File: src/hw/rtl/usv_pkg.sv
`default_nettype none
package usv_pkg;

   // Position counter widths and the width they are shown at on the result
   localparam int LINE_BITS    = 24;
   localparam int COLUMN_BITS  = 24;
   localparam int POS_OUT_BITS = 24;

   localparam int CP_BITS    = 21;
   localparam int WIDTH_BITS = 3;

   // Result queue depth ahead of the output register
   localparam int QUEUE_DEPTH = 4;
   localparam int QPTR_BITS   = $clog2(QUEUE_DEPTH);
   localparam int QCNT_BITS   = $clog2(QUEUE_DEPTH + 1);

   // Byte classes
   localparam logic [7:0] BYTE_ASCII_END = 8'h80;
   localparam logic [7:0] LEAD2_LO       = 8'hc2;
   localparam logic [7:0] LEAD2_HI       = 8'hdf;
   localparam logic [7:0] LEAD3_HI       = 8'hef;
   localparam logic [7:0] LEAD4_HI       = 8'hf4;
   localparam logic [7:0] BYTE_NEWLINE   = 8'h0a;
   localparam logic [1:0] CONT_TAG       = 2'b10;

   // Code point limits
   localparam logic [CP_BITS-1:0] CP_MAX       = 21'h10ffff;
   localparam logic [CP_BITS-1:0] SURR_LO      = 21'h00d800;
   localparam logic [CP_BITS-1:0] SURR_HI      = 21'h00dfff;
   localparam logic [CP_BITS-1:0] MIN_WIDTH2   = 21'h000080;
   localparam logic [CP_BITS-1:0] MIN_WIDTH3   = 21'h000800;
   localparam logic [CP_BITS-1:0] MIN_WIDTH4   = 21'h010000;

   localparam logic [WIDTH_BITS-1:0] WIDTH_NONE  = 3'd0;
   localparam logic [WIDTH_BITS-1:0] WIDTH_ONE   = 3'd1;
   localparam logic [WIDTH_BITS-1:0] WIDTH_TWO   = 3'd2;
   localparam logic [WIDTH_BITS-1:0] WIDTH_THREE = 3'd3;
   localparam logic [WIDTH_BITS-1:0] WIDTH_FOUR  = 3'd4;

   localparam logic [LINE_BITS-1:0]   LINE_ONE   = {{(LINE_BITS-1){1'b0}}, 1'b1};
   localparam logic [COLUMN_BITS-1:0] COLUMN_ONE = {{(COLUMN_BITS-1){1'b0}}, 1'b1};

   typedef struct packed {
      logic [CP_BITS-1:0]      char_value;
      logic [WIDTH_BITS-1:0]   char_bytes;
      logic [POS_OUT_BITS-1:0] start_line;
      logic [POS_OUT_BITS-1:0] start_column;
      logic                    is_error;
      logic                    is_final;
   } usv_result_type;

   typedef struct packed {
      logic           valid;
      usv_result_type result;
   } usv_push_type;

   // Smallest legal value for a sequence of the given width
   function automatic logic [CP_BITS-1:0] width_minimum(input logic [WIDTH_BITS-1:0] w);
      logic [CP_BITS-1:0] m;
      case (w)
         WIDTH_TWO:   m = MIN_WIDTH2;
         WIDTH_THREE: m = MIN_WIDTH3;
         default:     m = MIN_WIDTH4;
      endcase
      return m;
   endfunction

   // Cap a line count at the shown width
   function automatic logic [POS_OUT_BITS-1:0] cap_line(input logic [LINE_BITS-1:0] v);
      logic [LINE_BITS+POS_OUT_BITS-1:0] wide;
      logic [POS_OUT_BITS-1:0]           r;
      wide = {{POS_OUT_BITS{1'b0}}, v};
      if (wide > {{LINE_BITS{1'b0}}, {POS_OUT_BITS{1'b1}}}) begin
         r = '1;
      end else begin
         r = wide[POS_OUT_BITS-1:0];
      end
      return r;
   endfunction

   // Cap a column count at the shown width
   function automatic logic [POS_OUT_BITS-1:0] cap_column(input logic [COLUMN_BITS-1:0] v);
      logic [COLUMN_BITS+POS_OUT_BITS-1:0] wide;
      logic [POS_OUT_BITS-1:0]             r;
      wide = {{POS_OUT_BITS{1'b0}}, v};
      if (wide > {{COLUMN_BITS{1'b0}}, {POS_OUT_BITS{1'b1}}}) begin
         r = '1;
      end else begin
         r = wide[POS_OUT_BITS-1:0];
      end
      return r;
   endfunction

endpackage
`default_nettype wire

File: src/hw/rtl/usv_front.sv
`default_nettype none
module usv_front (
   input  wire logic                 clock,
   input  wire logic                 reset,
   input  wire logic                 req_valid,
   input  wire logic                 req_stall,
   input  wire logic [7:0]           req_data_byte,
   input  wire logic                 req_last_byte,
   output usv_pkg::usv_push_type     push
);
   import usv_pkg::*;

   logic [1:0]             rem_ff, rem_in;
   logic [CP_BITS-1:0]     acc_ff, acc_in;
   logic [WIDTH_BITS-1:0]  width_ff, width_in;
   logic [LINE_BITS-1:0]   line_ff, line_in;
   logic [COLUMN_BITS-1:0] col_ff, col_in;
   logic [LINE_BITS-1:0]   seq_line_ff, seq_line_in;
   logic [COLUMN_BITS-1:0] seq_col_ff, seq_col_in;
   logic                   failed_ff, failed_in;

   logic                   accept;
   logic                   emit;
   logic                   err;
   logic [CP_BITS-1:0]     cp;
   logic [WIDTH_BITS-1:0]  nb;
   logic [LINE_BITS-1:0]   ln;
   logic [COLUMN_BITS-1:0] cl;
   logic [CP_BITS-1:0]     acc_next;
   logic [WIDTH_BITS-1:0]  lead_width;

   assign accept   = req_valid && !req_stall;
   assign acc_next = {acc_ff[CP_BITS-7:0], req_data_byte[5:0]};

   // Classify the byte and advance the decode state
   always_comb begin
      rem_in      = rem_ff;
      acc_in      = acc_ff;
      width_in    = width_ff;
      line_in     = line_ff;
      col_in      = col_ff;
      seq_line_in = seq_line_ff;
      seq_col_in  = seq_col_ff;
      failed_in   = failed_ff;
      emit        = 1'b0;
      err         = 1'b0;
      cp          = '0;
      nb          = WIDTH_NONE;
      ln          = line_ff;
      cl          = col_ff;
      lead_width  = WIDTH_FOUR;

      if (accept && !failed_ff) begin
         if (rem_ff == 2'd0) begin
            if (req_data_byte < BYTE_ASCII_END) begin
               emit = 1'b1;
               cp   = {{(CP_BITS-8){1'b0}}, req_data_byte};
               nb   = WIDTH_ONE;
            end else if (req_data_byte >= LEAD2_LO && req_data_byte <= LEAD4_HI) begin
               // open a multi-byte sequence
               if (req_data_byte <= LEAD2_HI) begin
                  lead_width = WIDTH_TWO;
                  acc_in     = {{(CP_BITS-5){1'b0}}, req_data_byte[4:0]};
               end else if (req_data_byte <= LEAD3_HI) begin
                  lead_width = WIDTH_THREE;
                  acc_in     = {{(CP_BITS-4){1'b0}}, req_data_byte[3:0]};
               end else begin
                  lead_width = WIDTH_FOUR;
                  acc_in     = {{(CP_BITS-3){1'b0}}, req_data_byte[2:0]};
               end
               width_in    = lead_width;
               rem_in      = 2'(lead_width - WIDTH_ONE);
               seq_line_in = line_ff;
               seq_col_in  = col_ff;
               if (req_last_byte) begin
                  emit = 1'b1;
                  err  = 1'b1;
               end
            end else begin
               emit = 1'b1;
               err  = 1'b1;
            end
         end else begin
            ln = seq_line_ff;
            cl = seq_col_ff;
            if (req_data_byte[7:6] != CONT_TAG) begin
               emit = 1'b1;
               err  = 1'b1;
            end else begin
               acc_in = acc_next;
               rem_in = rem_ff - 2'd1;
               if (rem_ff == 2'd1) begin
                  // sequence complete: check range
                  emit = 1'b1;
                  if (acc_next < width_minimum(width_ff) || acc_next > CP_MAX ||
                      (acc_next >= SURR_LO && acc_next <= SURR_HI)) begin
                     err = 1'b1;
                  end else begin
                     cp = acc_next;
                     nb = width_ff;
                  end
               end else if (req_last_byte) begin
                  emit = 1'b1;
                  err  = 1'b1;
               end
            end
         end

         // advance the position
         if (req_data_byte == BYTE_NEWLINE) begin
            line_in = (line_ff == '1) ? line_ff : line_ff + LINE_ONE;
            col_in  = COLUMN_ONE;
         end else begin
            col_in = (col_ff == '1) ? col_ff : col_ff + COLUMN_ONE;
         end

         // latch the failure and drop the open sequence
         if (emit && err) begin
            failed_in = 1'b1;
            rem_in    = 2'd0;
            acc_in    = '0;
            width_in  = WIDTH_NONE;
         end
      end

      // end of stream: return to reset values
      if (accept && req_last_byte) begin
         rem_in      = 2'd0;
         acc_in      = '0;
         width_in    = WIDTH_NONE;
         line_in     = LINE_ONE;
         col_in      = COLUMN_ONE;
         seq_line_in = LINE_ONE;
         seq_col_in  = COLUMN_ONE;
         failed_in   = 1'b0;
      end
   end

   // Build the result item for the queue
   always_comb begin
      push.valid               = emit;
      push.result.char_value   = err ? '0 : cp;
      push.result.char_bytes   = err ? WIDTH_NONE : nb;
      push.result.start_line   = cap_line(ln);
      push.result.start_column = cap_column(cl);
      push.result.is_error     = err;
      push.result.is_final     = err || req_last_byte;
   end

   always_ff @(posedge clock) begin
      if (reset) begin
         rem_ff      <= 2'd0;
         acc_ff      <= '0;
         width_ff    <= WIDTH_NONE;
         line_ff     <= LINE_ONE;
         col_ff      <= COLUMN_ONE;
         seq_line_ff <= LINE_ONE;
         seq_col_ff  <= COLUMN_ONE;
         failed_ff   <= 1'b0;
      end else begin
         rem_ff      <= rem_in;
         acc_ff      <= acc_in;
         width_ff    <= width_in;
         line_ff     <= line_in;
         col_ff      <= col_in;
         seq_line_ff <= seq_line_in;
         seq_col_ff  <= seq_col_in;
         failed_ff   <= failed_in;
      end
   end

endmodule
`default_nettype wire

File: src/hw/rtl/usv_queue.sv
`default_nettype none
module usv_queue (
   input  wire logic                   clock,
   input  wire logic                   reset,
   input  wire usv_pkg::usv_push_type  push,
   output logic                        full,
   output logic                        rsp_valid,
   input  wire logic                   rsp_stall,
   output usv_pkg::usv_result_type     rsp_result
);
   import usv_pkg::*;

   usv_result_type           mem [QUEUE_DEPTH];
   logic [QPTR_BITS-1:0]     rd_ptr_ff, rd_ptr_in;
   logic [QPTR_BITS-1:0]     wr_ptr_ff, wr_ptr_in;
   logic [QCNT_BITS-1:0]     count_ff, count_in;
   logic                     out_valid_ff, out_valid_in;
   usv_result_type           out_data_ff;

   logic load;
   logic from_mem;
   logic bypass;
   logic to_mem;

   assign full       = (count_ff == QCNT_BITS'(QUEUE_DEPTH));
   assign rsp_valid  = out_valid_ff;
   assign rsp_result = out_data_ff;

   // Refill the output register from the queue, or straight from the front when empty
   assign load     = !out_valid_ff || !rsp_stall;
   assign from_mem = load && (count_ff != '0);
   assign bypass   = load && (count_ff == '0) && push.valid;
   assign to_mem   = push.valid && !bypass;

   always_comb begin
      rd_ptr_in    = from_mem ? rd_ptr_ff + QPTR_BITS'(1) : rd_ptr_ff;
      wr_ptr_in    = to_mem ? wr_ptr_ff + QPTR_BITS'(1) : wr_ptr_ff;
      count_in     = count_ff + QCNT_BITS'(to_mem) - QCNT_BITS'(from_mem);
      out_valid_in = load ? (from_mem || bypass) : out_valid_ff;
   end

   // Write the queue storage
   always_ff @(posedge clock) begin
      if (to_mem) begin
         mem[wr_ptr_ff] <= push.result;
      end
   end

   // Load the output register
   always_ff @(posedge clock) begin
      if (from_mem) begin
         out_data_ff <= mem[rd_ptr_ff];
      end else if (bypass) begin
         out_data_ff <= push.result;
      end
   end

   always_ff @(posedge clock) begin
      if (reset) begin
         rd_ptr_ff    <= '0;
         wr_ptr_ff    <= '0;
         count_ff     <= '0;
         out_valid_ff <= 1'b0;
      end else begin
         rd_ptr_ff    <= rd_ptr_in;
         wr_ptr_ff    <= wr_ptr_in;
         count_ff     <= count_in;
         out_valid_ff <= out_valid_in;
      end
   end

endmodule
`default_nettype wire

File: src/hw/rtl/utf8_stream_validator.sv
`default_nettype none
// Channel | Direction | Handshake              | Payload
// req     | in        | req_valid / req_stall  | data_byte, last_byte
// rsp     | out       | rsp_valid / rsp_stall  | code point, char_bytes, start_line,
//         |           |                        | start_column, is_error, is_final
//
// One byte is taken every cycle while req_stall is low; the decode state updates in the cycle the byte is taken.
// A result reaches rsp through the output register, straight from the front when the queue is empty.
// A four-entry queue plus the output register absorbs results while rsp is stalled;
// req_stall rises only when that queue is full.
// Synchronous reset clears decode state, positions and the queue.
module utf8_stream_validator (
   input  wire logic                              clock,
   input  wire logic                              reset,
   input  wire logic                              req_valid,
   output logic                                   req_stall,
   input  wire logic [7:0]                        req_data_byte,
   input  wire logic                              req_last_byte,
   output logic                                   rsp_valid,
   input  wire logic                              rsp_stall,
   output logic [usv_pkg::CP_BITS-1:0]            rsp_code_point,
   output logic [usv_pkg::WIDTH_BITS-1:0]         rsp_char_bytes,
   output logic [usv_pkg::POS_OUT_BITS-1:0]       rsp_start_line,
   output logic [usv_pkg::POS_OUT_BITS-1:0]       rsp_start_column,
   output logic                                   rsp_is_error,
   output logic                                   rsp_is_final
);
   import usv_pkg::*;

   usv_push_type   push;
   usv_result_type result;
   logic           full;

   usv_front u_front (
      .clock         (clock),
      .reset         (reset),
      .req_valid     (req_valid),
      .req_stall     (req_stall),
      .req_data_byte (req_data_byte),
      .req_last_byte (req_last_byte),
      .push          (push)
   );

   usv_queue u_queue (
      .clock      (clock),
      .reset      (reset),
      .push       (push),
      .full       (full),
      .rsp_valid  (rsp_valid),
      .rsp_stall  (rsp_stall),
      .rsp_result (result)
   );

   assign req_stall        = full;
   assign rsp_code_point   = result.char_value;
   assign rsp_char_bytes   = result.char_bytes;
   assign rsp_start_line   = result.start_line;
   assign rsp_start_column = result.start_column;
   assign rsp_is_error     = result.is_error;
   assign rsp_is_final     = result.is_final;

   // An error result is final and carries no character
   a_error_final : assert property (@(posedge clock) disable iff (reset)
      (rsp_valid && rsp_is_error) |->
         (rsp_is_final && rsp_code_point == '0 && rsp_char_bytes == WIDTH_NONE))
      else $error("error result not final or carries a character");

   // A good result has a width of one to four and a legal code point
   a_good_char : assert property (@(posedge clock) disable iff (reset)
      (rsp_valid && !rsp_is_error) |->
         ((rsp_char_bytes == WIDTH_ONE || rsp_char_bytes == WIDTH_TWO ||
           rsp_char_bytes == WIDTH_THREE || rsp_char_bytes == WIDTH_FOUR) &&
          rsp_code_point <= CP_MAX &&
          !(rsp_code_point >= SURR_LO && rsp_code_point <= SURR_HI)))
      else $error("good result with bad width or code point");

   // Input stalls only while results are backed up behind the output register
   a_stall_backed : assert property (@(posedge clock) disable iff (reset)
      req_stall |-> rsp_valid)
      else $error("input stalled with no result pending");

   // Reset empties the queue
   a_reset_empty : assert property (@(posedge clock)
      reset |=> (!rsp_valid && !req_stall))
      else $error("queue not empty after reset");

endmodule
`default_nettype wire

File: config.mk
export PLATFORM = sky130hd
export DESIGN_NAME = utf8_stream_validator
export DESIGN_NICKNAME = d
export VERILOG_FILES = /design/src/hw/rtl/usv_pkg.sv /design/src/hw/rtl/usv_front.sv /design/src/hw/rtl/usv_queue.sv /design/src/hw/rtl/utf8_stream_validator.sv
export SDC_FILE = /design/constraint.sdc
export NUM_CORES = 1
export LEC_CHECK = 0
export CORE_MARGIN = 8
export CORE_UTILIZATION = 65
export CTS_CLUSTER_DIAMETER = 30
export DETAILED_ROUTE_END_ITERATION = 10
export DONT_BUFFER_PORTS = 1
export GPL_TIMING_DRIVEN = 0
export PLACE_DENSITY_LB_ADDON = 0.3
export SKIP_LAST_GASP = 1
export SYNTH_ARGS = -nofsm -noshare
export SYNTH_HDL_FRONTEND = slang
export SYNTH_HIERARCHICAL = 1
export SYNTH_SLANG_ARGS = --single-unit
File: constraint.sdc
create_clock -name clock -period 16.8 [get_ports clock]
set_clock_uncertainty 0.1 [all_clocks]
set_input_delay 3.36 -clock clock [delete_from_list [all_inputs] [get_ports clock]]
set_output_delay 3.36 -clock clock [all_outputs]
set_load 0.01 [all_outputs]
==> impl_metrics.yaml <==
yosys:
  synth_xor_area_share_pct: 1.74
  synth.avg_cell_area_sq_um: 15.4
  synth_ff_type: "edfxtp_1"
  ys_ff_latch: 497
  yosysTopAreaCellShare_pct: 55.2
  yosysSeqAreaShare_pct: 67.8
  syn_area_sq_um: 20100
  synthArstFlopShare_pct: 0
  syn-num-nets: 1331
  synth_edf_count: 370
  synth_fa_ha_area_share_pct: 0.721
  synth.area.top_cells: "edfxtp_1, dfxtp_1, mux4_2"
  synth_compound_area_share_pct: 3.52
  syn_inst: 1307
  yosysWarnings: 6
  yosysTopAreaCell: "edfxtp_1"
  synthSimpleGateAreaFrac_pct: 9.08
  synth_top_family_by_area: "multiplexers"
  synthMuxAreaShare_pct: 14.9
  synth.distinct_cells: 59
run:
  maxCapViolations: 0
pwr:
  power.switching_uw: 1090
  cellInternalPower_uw: 2940
  vdd_drop_max_v: 0.000113
  swShare_pct: 27.1
  seq_power_share_pct: 41.3
  comb_power_share_pct: 18.1
  p_per_area_nw_per_um2: 171
  clockPowerShare_pct: 40.5
  p_leak_uw: 0.00763
sta:
  tightest_slew_ns: 1.02
  post-route-period-util_pct: 38.2
  finalHoldViolations: 0
  drv_slew: 0
  rsz0062_at_grt: "false"
  fin_tns_setup_ns: 0
  setup_violations: 0
  relSlewSlack_pct: 31.3
  fmax_ghz: 0.156
  fin_crit_ns: 6.42
  setup_slack_ns: 10.38
finish:
  design_area_sq_um: 23600
  drive_above_1_share_pct: 25.7
  final_nets: 1422
  syn2layout_area_growth_pct: 17.1
  num-fill-cells: 1656
route:
  antenna_left: 0
  vias: 11600
  drc: 0
  drt-total-wl_um: 42000
  first_pass_iters: 6
  via_per_inst: 6.21
  wl_per_cell_um: 22.5
  drt_iter0_drc: 964
place:
  gp_congestion: 0.881
  dp_slack_ns: 9.88
  dpl-instance-area_sq_um: 20800
  portBuffers: 0
  post-dp-hpwl_um: 25500
clock_tree:
  clock_sinks: 497
  clk_path_buf_depth: 3
  clk_pin_slew_worst_paths_ns: 0.05
  postCtsSetupRepairBufs: 0
  hold_buffers: 0
  cts-resized-gates: 0
  cts_max_level: 3
  numCtsBuffers: 83
  tritoncts: "built"
  cts-root-buf: "clkbuf_16"
  clk_latency_ns: 0.58
global_routing:
  grt_overflow_total: 0
  grt_pass1_vias: 11900
  antenna_found_initial: 0
  grt_pass1_wl_um: 65900
  grt_max_degree: 45
  grt_usage_pct: 23.1
worst_hold_path:
  hold_path.class: "reg -> reg"
floorplanning:
  start_util_pct: 65.8
  die_area_sq_um: 36900
  num_rows: 64
  core_sq_um: 30600
  ios: 89
  dieHeight_um: 192
  fp.dieW_um: 192
setup_path:
  crit_fanout: 7
  critical_path_arrival_ns: 6.81
  cp_common_cell: "inv_1"
  required_ns: 17.20
  path_cells: "or3_4 -> or3_1 -> nand4b_1 -> and3_1 -> buf_4 -> a21boi_0 -> inv_1 -> ha_1 -> inv_1 -> ha_1 -> inv_1 -> fa_1 -> xor2_1 -> and2_1 -> nor3_1"
  start_kind: "primary input"
  criticalPathCategory: "in -> reg"
  slowest_delay_ns: 0.71
  crit_family: "simple AND/OR/NAND/NOR gates"
  crit_buf_inv: 4
  slowest_stage: "a21boi_0"
  end_kind: "flip-flop"
outcome:
  status: "finished clean"
through the flow:
| step | cells | hold WS [ns] | util (%) | total power (uW) |
|---|---|---|---|---|
| 3_3_place_gp | 1703 | 0.338 | 67.5 | 2410 |
| 5_1_grt | 1863 | 0.372 | 77.1 | 4190 |
| 4_1_cts | 1863 | 0.353 | 77.1 | 4080 |
| 6_report | 1864 | 0.351 | 77.1 | 4040 |
| 2_1_floorplan | 1307 | 0.333 | - | 2220 |
| 3_5_place_dp | 1709 | 0.346 | 68.0 | 2430 |
worst paths after layout:
path / startpoint / endpoint / slack (ns) / depth (start not counted)
setup / recovery: req_data_byte[2] / u_queue/count_ff[2]$_SDFF_PP0_ / 10.38 / 15
hold / removal: u_front/seq_line_ff[16]$_SDFFE_PP0P_ / u_front/seq_line_ff[16]$_SDFFE_PP0P_ / 0.35 / 2
setup reg to reg: u_queue/count_ff[1]$_SDFF_PP0_ / u_queue/count_ff[2]$_SDFF_PP0_ / 12.56 / 15
hold reg to reg: u_front/seq_line_ff[16]$_SDFFE_PP0P_ / u_front/seq_line_ff[16]$_SDFFE_PP0P_ / 0.35 / 2
cell families (layout without fill, tap and decap cells):
group                    Yosys count  in the layout
other                              0              1
adder cells (fa/ha/maj)           11             11
AO/OA/AOI/OAI                    119            119
flip-flops                       497            497
multiplexers                     193            193
buffers and inverters             78            238
XOR/XNOR                          40             40
AND/OR/NAND/NOR                  369            369
sequential cells by signal, indices dropped and copies added, names as in the netlist, 3 cells and up, named ones only:
signal / cells
u_queue/mem: 296
u_queue/rsp_result: 74
u_front/col_ff: 24
u_front/line_ff: 24
u_front/seq_col_ff: 24
u_front/seq_line_ff: 24
u_front/acc_ff: 15
u_front/width_ff: 3
u_queue/count_ff: 3
layout by cell type, fill, tap and decap left out, types with 5 or more instances in the layout:
master	count
ha_1	10
clkbuf_1	49
clkinv_1	5
xnor2_1	28
clkinv_4	11
buf_6	5
dfxtp_1	127
buf_12	8
inv_1	13
nand2_1	133
buf_2	10
clkinvlp_4	6
inv_6	8
nor4_1	5
a21oi_1	64
clkbuf_16	83
and3_1	10
and2_1	26
bufinv_16	6
mux4_2	74
clkinv_2	13
inv_8	5
xor2_1	12
nand3_1	28
o21ai_0	20
or3_1	12
nor3b_1	8
nand4_1	17
nor2_1	68
nor2b_1	5
edfxtp_1	370
a32oi_1	10
nor3_1	23
mux2_2	119
and4_1	6
worst register-to-register path, delay by kind of cell (launching register included):
| kind | cells | cell delay [ns] |
|---|---|---|
| xor+xnor | 1 | 0.17 |
| fa+ha+maj | 3 | 0.84 |
| flops | 1 | 0.45 |
| buf+inv | 5 | 0.82 |
| compound gates | 1 | 0.71 |
| simple gates | 5 | 1.06 |
cell type report:
| class | instances | area (sq um) | share of cell area, % |
|---|---|---|---|
| flip-flops and latches | 497 | 13700 | 57.9 |
| multi-input cells | 732 | 6060 | 25.7 |
| clock buffers | 96 | 2150 | 9.10 |
| clock inverters | 58 | 632 | 2.68 |
| well taps | 396 | 495 | 2.10 |
| plain buffers | 65 | 399 | 1.69 |
| repair buffers | 6 | 150 | 0.637 |
| inverters | 13 | 48.8 | 0.207 |
| diodes | 1 | 2.50 | 0.0106 |
synthesized netlist by cell type, types with 13 or more instances:
cell type and instances:
o21ai_0 20, and2_1 30, nand3_1 28, mux2_2 119, inv_1 13, nor3_1 23
nand2_1 133, xnor2_1 28, edfxtp_1 370, dfxtp_1 127, mux4_2 74, nand4_1 17
nor2_1 69, a21oi_1 64, clkbuf_1 38
layer usage:
metal,global-route usage [%],vias to the layer above,wire length (um)
met5,0,-,0
met4,10.8,0,1450
met3,4.56,96,2780
met2,37.2,441,20400
met1,30.1,5842,17400
li1,-,5204,-
power groups by stage:
stage / Clock [uW] / Combinational (uW) / Sequential [uW]
floorplan: 0 / 542 / 1680
global placement: 0 / 690 / 1710
detailed placement: 0 / 729 / 1700
CTS: 1660 / 741 / 1680
global route: 1720 / 782 / 1690
finish: 1640 / 733 / 1670
(Power assumes the default switching activity.)
